===== config.mk =====
export PLATFORM = sky130hd
export DESIGN_NAME = kway_merge_min_select_unit
export DESIGN_NICKNAME = d
export VERILOG_FILES = /design/src/design/kmms_pkg.sv /design/src/design/kway_merge_min_select_unit.sv /design/src/design/kmms_head_mem.sv /design/src/design/kmms_min_cmp.sv /design/src/design/kmms_seq.sv
export SDC_FILE = /design/constraint.sdc
export NUM_CORES = 2
export LEC_CHECK = 0
export BUFFER_PORTS_ARGS = -buffer_cell sky130_fd_sc_hd__buf_2
export CAP_MARGIN = 20
export CORE_AREA = 10 10 383 570
export DETAILED_ROUTE_END_ITERATION = 7
export DIE_AREA = 0 0 393 580
export GPL_ROUTABILITY_DRIVEN = 0
export HOLD_SLACK_MARGIN = 0.15
export PLACE_DENSITY_LB_ADDON = 0.05
export SYNTH_ARGS = -nofsm -noshare
export SYNTH_HDL_FRONTEND = slang
export SYNTH_SLANG_ARGS = --single-unit

===== constraint.sdc =====
create_clock -name clk_i -period 36.6 [get_ports clk_i]
set_clock_uncertainty 0.15 [all_clocks]
set_input_delay 5.49 -clock clk_i [delete_from_list [all_inputs] [get_ports clk_i]]
set_output_delay 5.49 -clock clk_i [all_outputs]
set_load 0.02 [all_outputs]

===== src/design/kmms_pkg.sv =====
// ----------------------------------------------------------------------------
// kmms_pkg: shared types and constants for the k-way merge selector
// Lane count, field widths and the sequencer state encoding.
// ----------------------------------------------------------------------------
`default_nettype none

package kmms_pkg;

  // number of head registers (runs)
  localparam int unsigned MAX_LANES = 16;
  // lane index width, fixed by the item format
  localparam int unsigned LANE_W    = 4;
  // lane count width, holds 0..MAX_LANES and beyond
  localparam int unsigned CNT_W     = 5;
  localparam int unsigned KEY_W     = 64;
  localparam int unsigned PAY_W     = 64;

  // sequencer states
  typedef enum logic [1:0] {
    ST_IDLE,
    ST_SCAN,
    ST_WAIT,
    ST_EMIT
  } seq_state_e;

  // control from the sequencer to the compare unit, aligned with read data
  typedef struct packed {
    logic              clear;
    logic              cmp_en;
    logic              lane_valid;
    logic [LANE_W-1:0] lane;
  } cmp_ctl_t;

endpackage : kmms_pkg

`default_nettype wire


===== src/design/kway_merge_min_select_unit.sv =====
// ----------------------------------------------------------------------------
// kway_merge_min_select_unit: k-way merge by linear minimum selection
// Holds one head per run, emits the smallest key and the lane to refill.
// ----------------------------------------------------------------------------
//  channel   | handshake                 | payload
//  ----------+---------------------------+------------------------------------
//  item in   | start, busy               | lane_i, has_item_i, key_i, payload_i
//  result    | out_valid_o (1 cycle)     | out_key_o, out_payload_o,
//            |                           | refill_lane_o, merge_done_o
//  config    | cfg_valid_i, cfg_ready_o  | cfg_data_i (lanes in use)
//
//  A load item that does not finish the load phase leaves the unit idle.
//  Any other item runs a scan of the n lanes in use, then a wait state and
//  an emit state: one shared comparator walks the heads one per cycle
//  through the registered read port of the head memory. The result strobe
//  shows in the cycle busy drops. Reset clears valid bits, load count and
//  phase; lanes in use resets to 16. The receiver cannot stall results.
// ----------------------------------------------------------------------------
`default_nettype none

module kway_merge_min_select_unit (
  input  wire logic                                 clk_i,
  input  wire logic                                 rst_ni,
  input  wire logic                                 start,
  output logic                                      busy,
  input  wire logic [kmms_pkg::LANE_W-1:0]          lane_i,
  input  wire logic                                 has_item_i,
  input  wire logic signed [kmms_pkg::KEY_W-1:0]    key_i,
  input  wire logic [kmms_pkg::PAY_W-1:0]           payload_i,
  output logic                                      out_valid_o,
  output logic signed [kmms_pkg::KEY_W-1:0]         out_key_o,
  output logic [kmms_pkg::PAY_W-1:0]                out_payload_o,
  output logic [kmms_pkg::LANE_W-1:0]               refill_lane_o,
  output logic                                      merge_done_o,
  input  wire logic                                 cfg_valid_i,
  output logic                                      cfg_ready_o,
  input  wire logic [kmms_pkg::CNT_W-1:0]           cfg_data_i
);
  import kmms_pkg::*;

  logic                    wr_en;
  logic                    rd_en;
  logic [LANE_W-1:0]       rd_lane;
  logic signed [KEY_W-1:0] rd_key;
  logic [PAY_W-1:0]        rd_pay;
  cmp_ctl_t                cmp_ctl;
  logic                    emit;
  logic                    found;
  logic signed [KEY_W-1:0] best_key;
  logic [PAY_W-1:0]        best_pay;
  logic [LANE_W-1:0]       best_lane;

  logic                    out_valid_q;
  logic signed [KEY_W-1:0] out_key_q;
  logic [PAY_W-1:0]        out_pay_q;
  logic [LANE_W-1:0]       out_lane_q;
  logic                    out_done_q;

  kmms_seq u_seq (
    .clk_i       (clk_i),
    .rst_ni      (rst_ni),
    .start_i     (start),
    .lane_i      (lane_i),
    .has_item_i  (has_item_i),
    .cfg_valid_i (cfg_valid_i),
    .cfg_data_i  (cfg_data_i),
    .found_i     (found),
    .busy_o      (busy),
    .cfg_ready_o (cfg_ready_o),
    .wr_en_o     (wr_en),
    .rd_en_o     (rd_en),
    .rd_lane_o   (rd_lane),
    .cmp_o       (cmp_ctl),
    .emit_o      (emit)
  );

  kmms_head_mem u_mem (
    .clk_i     (clk_i),
    .wr_en_i   (wr_en),
    .wr_lane_i (lane_i),
    .wr_key_i  (key_i),
    .wr_pay_i  (payload_i),
    .rd_en_i   (rd_en),
    .rd_lane_i (rd_lane),
    .rd_key_o  (rd_key),
    .rd_pay_o  (rd_pay)
  );

  kmms_min_cmp u_cmp (
    .clk_i       (clk_i),
    .rst_ni      (rst_ni),
    .ctl_i       (cmp_ctl),
    .rd_key_i    (rd_key),
    .rd_pay_i    (rd_pay),
    .found_o     (found),
    .best_key_o  (best_key),
    .best_pay_o  (best_pay),
    .best_lane_o (best_lane)
  );

  // result strobe
  always_ff @(posedge clk_i or negedge rst_ni) begin
    if (!rst_ni) begin
      out_valid_q <= 1'b0;
    end else begin
      out_valid_q <= emit;
    end
  end

  // result fields; done result carries zeros
  always_ff @(posedge clk_i) begin
    if (emit) begin
      out_key_q  <= found ? best_key  : '0;
      out_pay_q  <= found ? best_pay  : '0;
      out_lane_q <= found ? best_lane : '0;
      out_done_q <= !found;
    end
  end

  assign out_valid_o   = out_valid_q;
  assign out_key_o     = out_key_q;
  assign out_payload_o = out_pay_q;
  assign refill_lane_o = out_lane_q;
  assign merge_done_o  = out_done_q;

endmodule : kway_merge_min_select_unit

`default_nettype wire


===== src/design/kmms_head_mem.sv =====
// ----------------------------------------------------------------------------
// kmms_head_mem: head key and payload storage
// One write port (load/refill) and one registered read port (scan).
// ----------------------------------------------------------------------------
`default_nettype none

module kmms_head_mem (
  input  wire logic                                 clk_i,
  input  wire logic                                 wr_en_i,
  input  wire logic [kmms_pkg::LANE_W-1:0]          wr_lane_i,
  input  wire logic signed [kmms_pkg::KEY_W-1:0]    wr_key_i,
  input  wire logic [kmms_pkg::PAY_W-1:0]           wr_pay_i,
  input  wire logic                                 rd_en_i,
  input  wire logic [kmms_pkg::LANE_W-1:0]          rd_lane_i,
  output logic signed [kmms_pkg::KEY_W-1:0]         rd_key_o,
  output logic [kmms_pkg::PAY_W-1:0]                rd_pay_o
);
  import kmms_pkg::*;

  logic signed [KEY_W-1:0] key_mem [MAX_LANES];
  logic [PAY_W-1:0]        pay_mem [MAX_LANES];

  // write port
  always_ff @(posedge clk_i) begin
    if (wr_en_i) begin
      key_mem[wr_lane_i] <= wr_key_i;
      pay_mem[wr_lane_i] <= wr_pay_i;
    end
  end

  // registered read port
  always_ff @(posedge clk_i) begin
    if (rd_en_i) begin
      rd_key_o <= key_mem[rd_lane_i];
      rd_pay_o <= pay_mem[rd_lane_i];
    end
  end

endmodule : kmms_head_mem

`default_nettype wire


===== src/design/kmms_min_cmp.sv =====
// ----------------------------------------------------------------------------
// kmms_min_cmp: shared signed comparator and running minimum
// Takes one head per cycle; strict less-than keeps the lowest lane on ties.
// ----------------------------------------------------------------------------
`default_nettype none

module kmms_min_cmp (
  input  wire logic                                 clk_i,
  input  wire logic                                 rst_ni,
  input  wire kmms_pkg::cmp_ctl_t                   ctl_i,
  input  wire logic signed [kmms_pkg::KEY_W-1:0]    rd_key_i,
  input  wire logic [kmms_pkg::PAY_W-1:0]           rd_pay_i,
  output logic                                      found_o,
  output logic signed [kmms_pkg::KEY_W-1:0]         best_key_o,
  output logic [kmms_pkg::PAY_W-1:0]                best_pay_o,
  output logic [kmms_pkg::LANE_W-1:0]               best_lane_o
);
  import kmms_pkg::*;

  logic                    found_q;
  logic signed [KEY_W-1:0] best_key_q;
  logic [PAY_W-1:0]        best_pay_q;
  logic [LANE_W-1:0]       best_lane_q;
  logic                    take;

  // new minimum: valid head and first seen or strictly smaller
  assign take = ctl_i.cmp_en && ctl_i.lane_valid && (!found_q || (rd_key_i < best_key_q));

  // found flag
  always_ff @(posedge clk_i or negedge rst_ni) begin
    if (!rst_ni) begin
      found_q <= 1'b0;
    end else if (ctl_i.clear) begin
      found_q <= 1'b0;
    end else if (take) begin
      found_q <= 1'b1;
    end
  end

  // best head
  always_ff @(posedge clk_i) begin
    if (take) begin
      best_key_q  <= rd_key_i;
      best_pay_q  <= rd_pay_i;
      best_lane_q <= ctl_i.lane;
    end
  end

  assign found_o     = found_q;
  assign best_key_o  = best_key_q;
  assign best_pay_o  = best_pay_q;
  assign best_lane_o = best_lane_q;

endmodule : kmms_min_cmp

`default_nettype wire


===== src/design/kmms_seq.sv =====
// ----------------------------------------------------------------------------
// kmms_seq: load/merge sequencer
// Tracks valid bits, load count and phase, and walks the lanes for the scan.
// ----------------------------------------------------------------------------
`default_nettype none

module kmms_seq (
  input  wire logic                           clk_i,
  input  wire logic                           rst_ni,
  input  wire logic                           start_i,
  input  wire logic [kmms_pkg::LANE_W-1:0]    lane_i,
  input  wire logic                           has_item_i,
  input  wire logic                           cfg_valid_i,
  input  wire logic [kmms_pkg::CNT_W-1:0]     cfg_data_i,
  input  wire logic                           found_i,
  output logic                                busy_o,
  output logic                                cfg_ready_o,
  output logic                                wr_en_o,
  output logic                                rd_en_o,
  output logic [kmms_pkg::LANE_W-1:0]         rd_lane_o,
  output kmms_pkg::cmp_ctl_t                  cmp_o,
  output logic                                emit_o
);
  import kmms_pkg::*;

  seq_state_e            state_q, state_d;
  logic [LANE_W-1:0]     idx_q, idx_d;
  cmp_ctl_t              cmp_q, cmp_d;
  logic [MAX_LANES-1:0]  valid_q;
  logic [CNT_W-1:0]      loaded_q;
  logic                  merging_q;
  logic [CNT_W-1:0]      lanes_q;

  logic [CNT_W-1:0]      active;
  logic [CNT_W-1:0]      loaded_inc;
  logic                  accept;
  logic                  lane_ok;
  logic                  load_done;
  logic                  go_scan;
  logic                  last_idx;
  logic                  clear_all;

  // lanes in use, clamped to 1..MAX_LANES
  always_comb begin
    if (lanes_q == '0) begin
      active = CNT_W'(1);
    end else if (lanes_q > CNT_W'(MAX_LANES)) begin
      active = CNT_W'(MAX_LANES);
    end else begin
      active = lanes_q;
    end
  end

  assign accept     = start_i && (state_q == ST_IDLE);
  assign lane_ok    = ({1'b0, lane_i} < active);
  assign loaded_inc = loaded_q + CNT_W'(1);
  assign load_done  = (loaded_inc >= active);
  assign go_scan    = accept && (merging_q || load_done);
  assign last_idx   = ({1'b0, idx_q} == (active - CNT_W'(1)));
  assign clear_all  = (state_q == ST_EMIT) && !found_i;

  // next state
  always_comb begin
    state_d = state_q;
    unique case (state_q)
      ST_IDLE: begin
        if (go_scan) state_d = ST_SCAN;
      end
      ST_SCAN: begin
        if (last_idx) state_d = ST_WAIT;
      end
      ST_WAIT: state_d = ST_EMIT;
      ST_EMIT: state_d = ST_IDLE;
      default: state_d = ST_IDLE;
    endcase
  end

  // outputs and scan control
  always_comb begin
    busy_o           = (state_q != ST_IDLE);
    cfg_ready_o      = (state_q == ST_IDLE);
    wr_en_o          = accept && lane_ok && has_item_i;
    rd_en_o          = (state_q == ST_SCAN);
    rd_lane_o        = idx_q;
    emit_o           = (state_q == ST_EMIT);
    idx_d            = idx_q;
    cmp_d.clear      = go_scan;
    cmp_d.cmp_en     = (state_q == ST_SCAN);
    cmp_d.lane_valid = valid_q[idx_q];
    cmp_d.lane       = idx_q;
    if (go_scan) begin
      idx_d = '0;
    end else if (state_q == ST_SCAN) begin
      idx_d = idx_q + LANE_W'(1);
    end
  end

  assign cmp_o = cmp_q;

  // sequencer registers
  always_ff @(posedge clk_i or negedge rst_ni) begin
    if (!rst_ni) begin
      state_q <= ST_IDLE;
      idx_q   <= '0;
      cmp_q   <= '0;
    end else begin
      state_q <= state_d;
      idx_q   <= idx_d;
      cmp_q   <= cmp_d;
    end
  end

  // head valid bits
  always_ff @(posedge clk_i or negedge rst_ni) begin
    if (!rst_ni) begin
      valid_q <= '0;
    end else if (clear_all) begin
      valid_q <= '0;
    end else if (accept && lane_ok) begin
      valid_q[lane_i] <= has_item_i;
    end
  end

  // load count and phase
  always_ff @(posedge clk_i or negedge rst_ni) begin
    if (!rst_ni) begin
      loaded_q  <= '0;
      merging_q <= 1'b0;
    end else if (clear_all) begin
      loaded_q  <= '0;
      merging_q <= 1'b0;
    end else if (accept && !merging_q) begin
      loaded_q <= loaded_inc;
      if (load_done) merging_q <= 1'b1;
    end
  end

  // lanes in use register
  always_ff @(posedge clk_i or negedge rst_ni) begin
    if (!rst_ni) begin
      lanes_q <= CNT_W'(MAX_LANES);
    end else if (cfg_valid_i && cfg_ready_o) begin
      lanes_q <= cfg_data_i;
    end
  end

endmodule : kmms_seq

`default_nettype wire


==> metrics.yaml <==
synth:
  synth-edff-count: 2441
  synth_seq_cells: 2483
  synth.distinct_cells: 52
  yosysMostFrequentCell: "edfxtp_1"
  synth-xor-area-share_pct: 0.1224
  netlist_area_mm2: 0.09303
  async_flop_share_pct: 1.692
  synth.largest_area_cell: "edfxtp_1"
  postSynthCellCount: 3832
  synth-simple-area-share_pct: 1.387
  yosysSeqAreaShare_pct: 79.92
  synth_fa_ha_area_share_pct: 1.049
  synth_common_cells: "edfxtp_1 (2441), mux4_2 (645), nor2_1 (101)"
  synth-compound-area-share_pct: 0.7760
  synth_nets: 4052
  synth_top_family_by_area: "multiplexers"
  synth_mux_area_share_pct: 15.70
  synth_flop_cell: "edfxtp_1"
  syn_avg_cell_area_um2: 24.28
  yosys-top-cells-area: "edfxtp_1 (79%), mux4_2 (16%), dfrtp_1 (1.1%), ha_1 (1.0%), and2_1 (0.46%)"
  yosysWarnings: 0
  synth.top_cell.area_share_pct: 78.79
routing:
  drc: 0
  wirelength_um: 227100
  vias: 41157
  drt_iter0_drc: 3181
  wl_per_cell_um: 31.79
  firstDrtPassIters: 5
  drtAntennaViolNets: 0
  avgViaCountPerCell: 5.762
timing:
  max_slew.worst_pin.slew_ns: 1.101
  finalCritPeriodShare_pct: 27.43
  setup_viol: 0
  hold_viol: 0
  maxSlewViolCount: 0
  finalCriticalPeriod_ns: 10.04
  max_freq_mhz: 99.62
  slew_headroom_pct: 26.59
  fin_setup_tns_ns: 0
  hold_ws_ns: 0.2456
  rsz0062_at_grt: "false"
cts:
  ctsResizeCount: 0
  cts_hold_buf: 0
  numCtsBuffers: 237
  post_cts_buffers: 0
  h-tree-depth: 4
  cts-root-buf: "clkbuf_16"
  clk_path_buf_depth: 4
  clock_latency_ns: 0.87
  cts_tree: "done"
  cts.reportedPaths.clkPinSlew_ns: 0.06
  clock_sinks: 2483
floorplanning:
  fp.dieArea_mm2: 0.2279
  core_mm2: 0.2078
  ios: 278
  die_w_um: 393
  die_height_um: 580
  rows: 205
  start_util_pct: 44.78
placed_design:
  place_hpwl_um: 127200
  dp_cells: 6709
  io_buffers: 277
  placed_area_mm2: 0.09794
global_routing:
  grt_max_degree: 112
  grt-ovfl-total: 0
  grt_pass1_vias: 43531
  grt_pass1_wl_um: 327700
  antenna_found_initial: 58
  grt_usage_pct: 19.89
hold_path:
  hp-class: "register to register"
worst_setup_path:
  crit_path_max_fanout: 37
  critPathArrivalTime_ns: 10.37
  startpoint_type: "primary input"
  critPathRequiredTime_ns: 36.93
  worst_setup_path_end_kind: "register"
  path_class: "primary input to register"
finish:
  post-route-util_pct: 50.68
  area_delta_synth_final_pct: 13.19
  stdcell_count: 7143
  postLayoutCellArea_mm2: 0.1053
  layout-drive-gt1-share_pct: 30.39
  fin_nets: 4478
pwr:
  swShare_pct: 27.30
  vdd_drop_max_mv: 0.05496
  p_clk_share_pct: 31.4
  switchingPower_mw: 2.049
  power_density_mw_per_mm2: 71.28
  combPwrFrac_pct: 22.3
  p_seq_share_pct: 46.3
  intPower_mw: 5.457
  leakage_nw: 33.42
flow_run:
  drv_cap: 0
outcome:
  status: "finished clean"
[worst max-delay path: stages]
cell	delay [ns]
buf_2	0.15
ha_1	0.25
nor4_1	0.28
o211ai_1	0.17
a31oi_1	0.44
nand3_1	0.49
nor2_4	0.81
buf_4	0.69
buf_4	0.70
buf_4	0.72
[final timing paths]
kind,start,end,slack [ns],depth (start not counted)
setup reg to reg,u_seq.lanes_q[4]$_DFFE_PN1P_,u_mem.pay_mem[13][59]$_DFFE_PP_,30.54,11
min in group asynchronous,rst_ni,out_valid_o$_DFF_PN0_,4.30,1
setup / recovery,lane_i[3],u_mem.pay_mem[13][59]$_DFFE_PP_,26.56,10
hold / removal,u_seq.cmp_o[6]$_DFF_PN0_,u_cmp.found_o$_DFFE_PN0P_,0.25,1
max in group asynchronous,rst_ni,u_seq.lanes_q[4]$_DFFE_PN1P_,31.51,2
hold reg to reg,u_seq.cmp_o[6]$_DFF_PN0_,u_cmp.found_o$_DFFE_PN0P_,0.25,1
[per-layer routing]
layer  vias up  track usage (%)  share of wire (%)
li1      17113                -                  -
met1     22684            27.29                 42
met2       999            33.62                 51
met3       327            3.522                5.6
met4        34            3.670                1.7
met5         -                0               0.10
[cells in the final DEF, fill, tap and decap left out, types with 7 or more instances in the layout]
master      synthesis  layout
xnor2_1             8       8
nor2_4              0      16
buf_12              0      11
o211ai_1           19      19
a21o_1             10      10
dfrtp_1            41      36
bufinv_16           0      17
clkinv_1            0      58
edfxtp_1         2441    2441
clkbuf_16           0     242
clkinvlp_4          0       7
nand4_1            14      14
nor2_1            101      85
ha_1               78      76
mux4_2            645     645
nor3_1              8       7
nand2_1            30      30
diode_2             0      13
inv_1              75      74
and2_1             69      69
clkinv_2            0      37
clkbuf_1           87      51
nand3_1            12      12
o21ai_0            21      21
buf_4               1      63
a21oi_1            24      24
buf_2              55     277
[through the flow]
step           worst slack (ns)  power [mW]
5_1_grt                   26.32       7.829
3_5_place_dp              25.66       5.273
3_3_place_gp              25.59       5.276
6_report                  26.56       7.506
4_1_cts                   26.58       7.644
2_1_floorplan             23.82       4.666
[final cells by class]
cell class,instances,area (µm²)
Antenna cell,13,32.53
Clock buffer,296,6289
Clock inverter,124,1021
Fill cell,16308,102500
Inverter,75,282.8
Multi-Input combinational cell,1110,17860
Sequential cell,2483,74370
Tap cell,2691,3367
Timing Repair Buffer,351,2079
[sequential cells by signal, summed over array words and instances (netlist names), 2 cells and up]
register	count
u_cmp.best_pay_o	64
u_cmp.best_key_o	64
u_mem.rd_key_o	64
refill_lane_o	4
u_seq.lanes_q	5
out_key_o	64
u_mem.key_mem	1024
u_seq.rd_lane_o	4
u_seq.loaded_q	5
u_mem.pay_mem	1024
u_seq.valid_q	16
u_mem.rd_pay_o	64
out_payload_o	64
u_seq.cmp_o	7
u_cmp.best_lane_o	4
u_seq.state_q	2
[power groups by stage]
stage | sequential (mW) | combinational, mW | clock, mW
after floorplan | 3.52 | 1.14 | 0
after global placement | 3.54 | 1.74 | 0
after detailed placement | 3.54 | 1.74 | 0
after CTS | 3.48 | 1.74 | 2.42
after global routing | 3.49 | 1.81 | 2.53
final | 3.47 | 1.68 | 2.35
[kinds of logic after synthesis]
logic type | after synthesis
AO/OA/AOI/OAI | 108
XOR/XNOR | 13
adder cells (fa/ha/maj) | 78
buffers and inverters | 239
flip-flops | 2483
multiplexers | 652
AND/OR/NAND/NOR | 259
Note: power is estimated with default switching activity, not from simulation.
